<file path="config.mk">
export PLATFORM = sky130hd
export DESIGN_NAME = base64_stream_encoder_core
export DESIGN_NICKNAME = d
export VERILOG_FILES = /design/src/rtl/b64enc_pkg.sv /design/src/rtl/b64enc_front.sv /design/src/rtl/b64enc_queue.sv /design/src/rtl/b64enc_back.sv /design/src/rtl/base64_stream_encoder_core.sv
export SDC_FILE = /design/constraint.sdc
export NUM_CORES = 1
export LEC_CHECK = 0
export ABC_AREA = 1
export BUFFER_PORTS_ARGS = -buffer_cell sky130_fd_sc_hd__buf_2
export CAP_MARGIN = 10
export CORE_ASPECT_RATIO = 1.2
export CORE_MARGIN = 8
export CORE_UTILIZATION = 55
export CTS_CLUSTER_DIAMETER = 150
export DETAILED_ROUTE_END_ITERATION = 8
export PLACE_DENSITY = 0.76
export SKIP_CTS_REPAIR_TIMING = 1
export SLEW_MARGIN = 20
export SYNTH_ARGS = -nofsm -noshare
export SYNTH_HDL_FRONTEND = slang
export SYNTH_SLANG_ARGS = --single-unit
</file>
<file path="constraint.sdc">
create_clock -name clock -period 5.83 [get_ports clock]
set_clock_uncertainty 0.1 [all_clocks]
set_input_delay 0.583 -clock clock [delete_from_list [all_inputs] [get_ports clock]]
set_output_delay 0.583 -clock clock [all_outputs]
set_load 0.02 [all_outputs]
</file>
<file path="src/rtl/b64enc_pkg.sv">
// Shared types, constants and the alphabet function of the base64 stream encoder.
`timescale 1ns / 1ps
`default_nettype none
package b64enc_pkg;

   localparam int CHAR_W = 8;
   localparam int CAP_W  = 16;
   localparam int MAX_CHARS = 4;

   localparam logic [CHAR_W-1:0] PAD_CHAR = 8'h3D;

   typedef enum logic [1:0] {
      KIND_CHAR = 2'd0,
      KIND_OK   = 2'd1,
      KIND_FAIL = 2'd2
   } kind_type;

   // One classified input item: the characters it produces, in order.
   typedef struct packed {
      logic [MAX_CHARS-1:0][CHAR_W-1:0] chars;
      logic [2:0]                        nchar;
      logic                              last;
   } job_type;

   // Standard alphabet lookup.
   function automatic logic [CHAR_W-1:0] sextet_char(input logic [5:0] v);
      logic [CHAR_W-1:0] c;
      if (v < 6'd26) begin
         c = 8'h41 + {2'b00, v};
      end else if (v < 6'd52) begin
         c = 8'h61 + {2'b00, v} - 8'd26;
      end else if (v < 6'd62) begin
         c = 8'h30 + {2'b00, v} - 8'd52;
      end else if (v == 6'd62) begin
         c = 8'h2B;
      end else begin
         c = 8'h2F;
      end
      return c;
   endfunction

endpackage
`default_nettype wire

</file>
<file path="src/rtl/b64enc_front.sv">
// Front end: accepts input bytes and turns each into its list of characters.
`timescale 1ns / 1ps
`default_nettype none
module b64enc_front (
   input  wire logic              clock,
   input  wire logic              reset,
   input  wire logic              req_tvalid,
   output logic                   req_tready,
   input  wire logic [7:0]        req_tdata,   // [7:0] data_byte
   input  wire logic              req_tlast,   // is_last
   input  wire logic              push_ready,
   output logic                   push_valid,
   output b64enc_pkg::job_type    push_job
);

   logic [7:0] prev_ff, prev_in;
   logic [1:0] cnt_ff, cnt_in;
   logic       accept;

   assign req_tready = push_ready;
   assign push_valid = req_tvalid;
   assign accept     = req_tvalid && push_ready;

   always_comb begin
      push_job       = '0;
      push_job.last  = req_tlast;
      prev_in        = prev_ff;
      cnt_in         = cnt_ff;
      case (cnt_ff)
         2'd0: begin
            push_job.chars[0] = b64enc_pkg::sextet_char(req_tdata[7:2]);
            push_job.chars[1] = b64enc_pkg::sextet_char({req_tdata[1:0], 4'b0000});
            push_job.chars[2] = b64enc_pkg::PAD_CHAR;
            push_job.chars[3] = b64enc_pkg::PAD_CHAR;
            push_job.nchar    = req_tlast ? 3'd4 : 3'd1;
         end
         2'd1: begin
            push_job.chars[0] = b64enc_pkg::sextet_char({prev_ff[1:0], req_tdata[7:4]});
            push_job.chars[1] = b64enc_pkg::sextet_char({req_tdata[3:0], 2'b00});
            push_job.chars[2] = b64enc_pkg::PAD_CHAR;
            push_job.nchar    = req_tlast ? 3'd3 : 3'd1;
         end
         default: begin
            push_job.chars[0] = b64enc_pkg::sextet_char({prev_ff[3:0], req_tdata[7:6]});
            push_job.chars[1] = b64enc_pkg::sextet_char(req_tdata[5:0]);
            push_job.nchar    = 3'd2;
         end
      endcase
      if (accept) begin
         prev_in = req_tdata;
         if (req_tlast || cnt_ff == 2'd2) begin
            cnt_in = 2'd0;
         end else begin
            cnt_in = cnt_ff + 2'd1;
         end
      end
   end

   always_ff @(posedge clock) begin
      prev_ff <= prev_in;
      if (reset) begin
         cnt_ff <= 2'd0;
      end else begin
         cnt_ff <= cnt_in;
      end
   end

endmodule
`default_nettype wire

</file>
<file path="src/rtl/b64enc_queue.sv">
// Small job queue between the front end and the back end.
`timescale 1ns / 1ps
`default_nettype none
module b64enc_queue #(
   parameter int DEPTH = 2
) (
   input  wire logic                clock,
   input  wire logic                reset,
   input  wire logic                push_valid,
   output logic                     push_ready,
   input  wire b64enc_pkg::job_type push_job,
   output logic                     pop_valid,
   input  wire logic                pop,
   output b64enc_pkg::job_type      pop_job
);

   localparam int PTR_W = (DEPTH > 1) ? $clog2(DEPTH) : 1;
   localparam int CNT_W = $clog2(DEPTH + 1);

   b64enc_pkg::job_type mem_ff [DEPTH];
   logic [PTR_W-1:0] wr_ptr_ff, wr_ptr_in, rd_ptr_ff, rd_ptr_in;
   logic [CNT_W-1:0] count_ff, count_in;
   logic             do_push, do_pop;

   assign push_ready = count_ff != CNT_W'(DEPTH);
   assign pop_valid  = count_ff != '0;
   assign pop_job    = mem_ff[rd_ptr_ff];
   assign do_push    = push_valid && push_ready;
   assign do_pop     = pop && pop_valid;

   always_comb begin
      wr_ptr_in = wr_ptr_ff;
      rd_ptr_in = rd_ptr_ff;
      count_in  = count_ff;
      if (do_push) begin
         wr_ptr_in = (wr_ptr_ff == PTR_W'(DEPTH - 1)) ? '0 : wr_ptr_ff + 1'b1;
      end
      if (do_pop) begin
         rd_ptr_in = (rd_ptr_ff == PTR_W'(DEPTH - 1)) ? '0 : rd_ptr_ff + 1'b1;
      end
      if (do_push && !do_pop) begin
         count_in = count_ff + 1'b1;
      end else if (!do_push && do_pop) begin
         count_in = count_ff - 1'b1;
      end
   end

   always_ff @(posedge clock) begin
      if (do_push) begin
         mem_ff[wr_ptr_ff] <= push_job;
      end
   end

   always_ff @(posedge clock) begin
      if (reset) begin
         wr_ptr_ff <= '0;
         rd_ptr_ff <= '0;
         count_ff  <= '0;
      end else begin
         wr_ptr_ff <= wr_ptr_in;
         rd_ptr_ff <= rd_ptr_in;
         count_ff  <= count_in;
      end
   end

endmodule
`default_nettype wire

</file>
<file path="src/rtl/b64enc_back.sv">
// Back end: emits characters against the capacity, end items, and holds the output register.
`timescale 1ns / 1ps
`default_nettype none
module b64enc_back (
   input  wire logic                           clock,
   input  wire logic                           reset,
   input  wire logic [b64enc_pkg::CAP_W-1:0]   capacity,
   input  wire logic                           job_valid,
   input  wire b64enc_pkg::job_type            job,
   output logic                                job_pop,
   output logic                                rsp_tvalid,
   input  wire logic                           rsp_tready,
   output logic [7:0]                          rsp_tdata,  // [7:0] character
   output logic [1:0]                          rsp_tuser,  // [1:0] kind
   output logic                                rsp_tlast   // last
);

   typedef enum logic [1:0] {
      ST_CHAR = 2'b01,
      ST_END  = 2'b10
   } state_type;

   state_type                        state_ff, state_in;
   logic                             failed_ff, failed_in;
   logic [b64enc_pkg::CAP_W-1:0]     cw_ff, cw_in;
   logic [1:0]                       idx_ff, idx_in;
   logic                             valid_ff, valid_in;
   logic [7:0]                       char_ff, char_in;
   b64enc_pkg::kind_type             kind_ff, kind_in;
   logic                             last_ff, last_in;
   logic                             out_free, full;

   assign out_free   = !valid_ff || rsp_tready;
   assign full       = cw_ff >= capacity;
   assign rsp_tvalid = valid_ff;
   assign rsp_tdata  = char_ff;
   assign rsp_tuser  = kind_ff;
   assign rsp_tlast  = last_ff;

   always_comb begin
      state_in  = state_ff;
      failed_in = failed_ff;
      cw_in     = cw_ff;
      idx_in    = idx_ff;
      valid_in  = valid_ff && !rsp_tready;
      char_in   = char_ff;
      kind_in   = kind_ff;
      last_in   = last_ff;
      job_pop   = 1'b0;
      unique case (state_ff)
         ST_CHAR: begin
            if (job_valid && failed_ff) begin
               job_pop = 1'b1;
               if (job.last) begin
                  failed_in = 1'b0;
               end
            end else if (job_valid && out_free) begin
               valid_in = 1'b1;
               if (full) begin
                  char_in   = 8'h00;
                  kind_in   = b64enc_pkg::KIND_FAIL;
                  last_in   = 1'b1;
                  cw_in     = '0;
                  idx_in    = 2'd0;
                  failed_in = !job.last;
                  job_pop   = 1'b1;
               end else begin
                  char_in = job.chars[idx_ff];
                  kind_in = b64enc_pkg::KIND_CHAR;
                  last_in = 1'b0;
                  cw_in   = cw_ff + 1'b1;
                  if ({1'b0, idx_ff} == job.nchar - 3'd1) begin
                     idx_in = 2'd0;
                     if (job.last) begin
                        state_in = ST_END;
                     end else begin
                        job_pop = 1'b1;
                     end
                  end else begin
                     idx_in = idx_ff + 2'd1;
                  end
               end
            end
         end
         ST_END: begin
            if (out_free) begin
               valid_in = 1'b1;
               char_in  = 8'h00;
               kind_in  = full ? b64enc_pkg::KIND_FAIL : b64enc_pkg::KIND_OK;
               last_in  = 1'b1;
               cw_in    = '0;
               job_pop  = 1'b1;
               state_in = ST_CHAR;
            end
         end
         default: begin
            state_in = ST_CHAR;
         end
      endcase
   end

   always_ff @(posedge clock) begin
      char_ff <= char_in;
      kind_ff <= kind_in;
      last_ff <= last_in;
      if (reset) begin
         state_ff  <= ST_CHAR;
         failed_ff <= 1'b0;
         cw_ff     <= '0;
         idx_ff    <= 2'd0;
         valid_ff  <= 1'b0;
      end else begin
         state_ff  <= state_in;
         failed_ff <= failed_in;
         cw_ff     <= cw_in;
         idx_ff    <= idx_in;
         valid_ff  <= valid_in;
      end
   end

endmodule
`default_nettype wire

</file>
<file path="src/rtl/base64_stream_encoder_core.sv">
// Top level of the base64 stream encoder: capacity register, front end, queue, back end.
//
// Usage:
//   req_*  : one message byte per item in req_tdata, req_tlast on its final byte.
//   rsp_*  : one result per item; rsp_tuser is the kind (0 character, 1 end ok,
//            2 end failed, buffer too small), rsp_tdata the character (0 on end
//            items), rsp_tlast high on the end item of a message.
//   csr_*  : writes the 16-bit output capacity (terminator place included);
//            write only while the encoder is idle. csr_ready is always high.
// An accepted item is first written into the queue; its characters then pass through the output register.
// Throughput: the back end emits one result per cycle unless rsp_tready stalls it; an item
//   yields 1 or 2 results inside a group and up to 5 on a final byte, about 4/3
//   results per byte on a long message. Dropped bytes yield no result.
// The queue of QUEUE_DEPTH jobs lets the input keep flowing while results wait.
// Reset: capacity returns to 1024, the queue, group and counters are cleared.
// A stall on rsp_tready holds the output register; the queue then fills and
//   req_tready falls.
`timescale 1ns / 1ps
`default_nettype none
module base64_stream_encoder_core #(
   parameter int QUEUE_DEPTH = 2
) (
   input  wire logic        clock,
   input  wire logic        reset,
   input  wire logic        req_tvalid,
   output logic             req_tready,
   input  wire logic [7:0]  req_tdata,   // [7:0] data_byte
   input  wire logic        req_tlast,   // is_last
   output logic             rsp_tvalid,
   input  wire logic        rsp_tready,
   output logic [7:0]       rsp_tdata,   // [7:0] character
   output logic [1:0]       rsp_tuser,   // [1:0] kind
   output logic             rsp_tlast,   // last
   input  wire logic        csr_valid,
   output logic             csr_ready,
   input  wire logic [15:0] csr_data     // [15:0] out_capacity
);

   logic [b64enc_pkg::CAP_W-1:0] capacity_ff, capacity_in;
   logic                         push_valid, push_ready, pop_valid, pop;
   b64enc_pkg::job_type          push_job, pop_job;

   assign csr_ready   = 1'b1;
   assign capacity_in = (csr_valid && csr_ready) ? csr_data : capacity_ff;

   always_ff @(posedge clock) begin
      if (reset) begin
         capacity_ff <= 16'd1024;
      end else begin
         capacity_ff <= capacity_in;
      end
   end

   b64enc_front u_front (
      .clock      (clock),
      .reset      (reset),
      .req_tvalid (req_tvalid),
      .req_tready (req_tready),
      .req_tdata  (req_tdata),
      .req_tlast  (req_tlast),
      .push_ready (push_ready),
      .push_valid (push_valid),
      .push_job   (push_job)
   );

   b64enc_queue #(
      .DEPTH (QUEUE_DEPTH)
   ) u_queue (
      .clock      (clock),
      .reset      (reset),
      .push_valid (push_valid),
      .push_ready (push_ready),
      .push_job   (push_job),
      .pop_valid  (pop_valid),
      .pop        (pop),
      .pop_job    (pop_job)
   );

   b64enc_back u_back (
      .clock      (clock),
      .reset      (reset),
      .capacity   (capacity_ff),
      .job_valid  (pop_valid),
      .job        (pop_job),
      .job_pop    (pop),
      .rsp_tvalid (rsp_tvalid),
      .rsp_tready (rsp_tready),
      .rsp_tdata  (rsp_tdata),
      .rsp_tuser  (rsp_tuser),
      .rsp_tlast  (rsp_tlast)
   );

endmodule
`default_nettype wire

</file>
==> results.json <==
{
  "layout_common_cells": "nand2_1, inv_1, o21ai_0, nor2_1, a21oi_1",
  "grt_overflow_total": 0,
  "grtUsageTotal_pct": 21.02,
  "drive_gt1_share_pct": 10.83,
  "ys_types": 52,
  "final_nets": 952,
  "synth_edf_count": 59,
  "finalSetupViolations": 0,
  "clk_pin_slew_worst_paths_ns": 0.07,
  "ys_ff_latch": 104,
  "place_hpwl_um": 12520,
  "route.detailed.drc": 0,
  "numCtsBuffers": 9,
  "cts_buffer_depth": 2,
  "grt_first_pass_wirelength_um": 26550,
  "max_stage_delay_ns": 0.79,
  "synth_warnings": 0,
  "power_leakage_nw": 3.062,
  "status": "finished, final reports clean",
  "initial_core_util_pct": 56.00,
  "path_max_fanout": 25,
  "irDropWorstVdd_mv": 0.2311,
  "synth_nets": 924,
  "required_ns": 5.97,
  "grt_pass1_vias": 5594,
  "clock.fmax_mhz": 336.0,
  "drt_iter0_markers": 380,
  "htreeDepth": 3,
  "clockRootBuffer": "clkbuf_16",
  "max-slew-margin-rel_pct": 51.72,
  "dieArea_um2": 16090,
  "wl_per_cell_um": 15.63,
  "path_common_cell": "nand2_1",
  "reg2reg_slack_ns": 2.85,
  "rows": 44,
  "worst_slew_pin_slew_ns": 0.7232,
  "min_path_type": "input port to register",
  "vias": 5802,
  "antenna_found_initial": 0,
  "fin_crit_ns": 2.977,
  "tns_ns": 0,
  "crit_chain": "inv_1, nand2_1, nand2_1, nand2_1, nand2_1, nor2_1, a21oi_1, nand2_1, nand2_1, ha_1, a21oi_1, o21ai_0, o21ai_0, a21oi_1",
  "grt_max_degree": 30,
  "die_y_um": 137.4,
  "coreArea_um2": 12060,
  "rsz0062_at_grt": "no",
  "cp_slowest_cell": "dfxtp_1",
  "cp-end-kind": "register",
  "areaGrowthSynthToFinish_pct": 8.340,
  "start_kind": "register",
  "layout_worst_path_cycle_share_pct": 51.06,
  "ioPinCount": 44,
  "place.gp.congestion": 1.024,
  "final_common_cell": "nand2_1",
  "ys_seq_area_share_pct": 39.58,
  "synth-main-ff-cell": "edfxtp_1",
  "cts_sinks": 104,
  "drv_cap": 0,
  "synthArstFlopShare_pct": 0,
  "critPathArrivalTime_ns": 3.12,
  "ant_nets": 0,
  "critical_path_class": "register to register",
  "numPortBuffers": 42,
  "syn_area_um2": 6751,
  "synthCells": 844,
  "fp.dieW_um": 117.1,
  "wirelength_um": 16230,
  "worstSkewPairLatency_ns": 0.35,
  "post-place-cells": 1022,
  "drv_slew": 0,
  "drt-vias-per-instance": 5.590,
  "hold_viol": 0,
  "cts_tree": "built",
  "syn_avg_cell_area_um2": 7.999,
  "instances_no_fill": 1038,
  "dr.pass1.iters": 5,
  "num_antenna_cells": 0,
  "p_per_area_nw_per_um2": 337.7
}
-- kinds of logic (layout without fill, tap and decap cells) --
family          after synthesis  in the layout  synth area share [%]
simple gates                297            297                 20.00
other cells                   1              1               0.05554
xor+xnor                     24             24                 3.114
flops                       104            104                 39.58
fa+ha+maj                    50             50                 9.266
buf+inv                     145            178                 8.710
compound gates              221            221                 18.98
mux                           2              2                0.2965
-- worst max-delay path, delay by kind of cell (launching register included) --
kind / cells / cell delay, ns
flip-flops: 1 / 0.79
AND/OR/NAND/NOR: 7 / 0.65
buffers and inverters: 1 / 0.51
AO/OA/AOI/OAI: 5 / 0.51
adder cells (fa/ha/maj): 1 / 0.30
-- synth_stat cells (4+ instances only) --
master	count	share of area [%]
a21oi_1	64	4.7
a31oi_1	11	1.0
buf_2	9	0.67
clkbuf_1	12	0.67
dfxtp_1	45	13
edfxtp_1	59	26
ha_1	50	9.3
inv_1	107	5.9
inv_2	8	0.44
nand2_1	131	7.3
nand2_4	4	0.67
nand3_1	39	2.9
nand4_1	15	1.4
nor2_1	78	4.3
nor3_1	9	0.67
o211ai_1	17	1.9
o21a_1	9	1.0
o21ai_0	88	6.5
o221ai_1	7	0.91
o22ai_1	6	0.56
xor2_1	21	2.7
-- report_power, final --
group	internal (W)	switching, W	leakage (nW)
registers	0.000960	0.0000629	0.923
clock network	0.000289	0.000264	0.126
logic	0.000283	0.000611	2.01
-- sequential cells by signal, indices dropped and copies added, names as in the netlist, named ones only --
signal / cells
u_queue.rd_ptr_ff: 1
u_back.cw_ff: 16
u_back.failed_ff: 1
u_queue.mem_ff: 44
u_queue.wr_ptr_ff: 1
capacity_ff: 16
u_back.state_ff: 2
u_queue.count_ff: 2
u_back.rsp_tdata: 8
u_back.idx_ff: 2
u_front.cnt_ff: 2
u_back.rsp_tvalid: 1
u_back.rsp_tlast: 1
u_front.prev_ff: 4
u_back.rsp_tuser: 2
-- final cells by class --
class                      instances  area [µm²]
fill                            1082        4742
tap                              161       201.4
clock buffer                       9       225.2
sequential                       104        2673
inverter                         118       445.4
timing repair buffer              44       225.2
multi-input combinational        595        3498
clock inverter                     7       46.29
-- through the flow --
step	setup slack [ns]	util [%]	hold slack, ns	area [µm²]	total power (W)
after CTS	2.829	60.63	0.3614	7310	0.002475
after global routing	2.284	60.67	0.3696	7315	0.002617
after global placement	2.876	58.37	0.3592	7038	0.001918
final	2.853	60.67	0.3629	7315	0.002470
after detailed placement	2.796	58.37	0.3564	7038	0.001927
after floorplan	3.021	-	0.3353	6751	0.001724
-- routing by layer --
| metal | routed length (µm) | global-route usage [%] | vias up |
|---|---|---|---|
| li1 | - | - | 2941 |
| met1 | 6454 | 22.39 | 2648 |
| met2 | 8524 | 39.33 | 166 |
| met3 | 699 | 2.456 | 47 |
| met4 | 550 | 11.05 | 0 |
| met5 | 0 | 0 | - |
-- path summary, 6_finish.rpt --
kind                        from                   to  cells past startpoint
setup / recovery        register  u_queue.count_ff[1]                     14
hold / removal       csr_data[0]       capacity_ff[0]                      3
setup reg to reg        register  u_queue.count_ff[1]                     14
hold reg to reg   capacity_ff[7]       capacity_ff[7]                      2
Power figures use the tool's default switching activity.
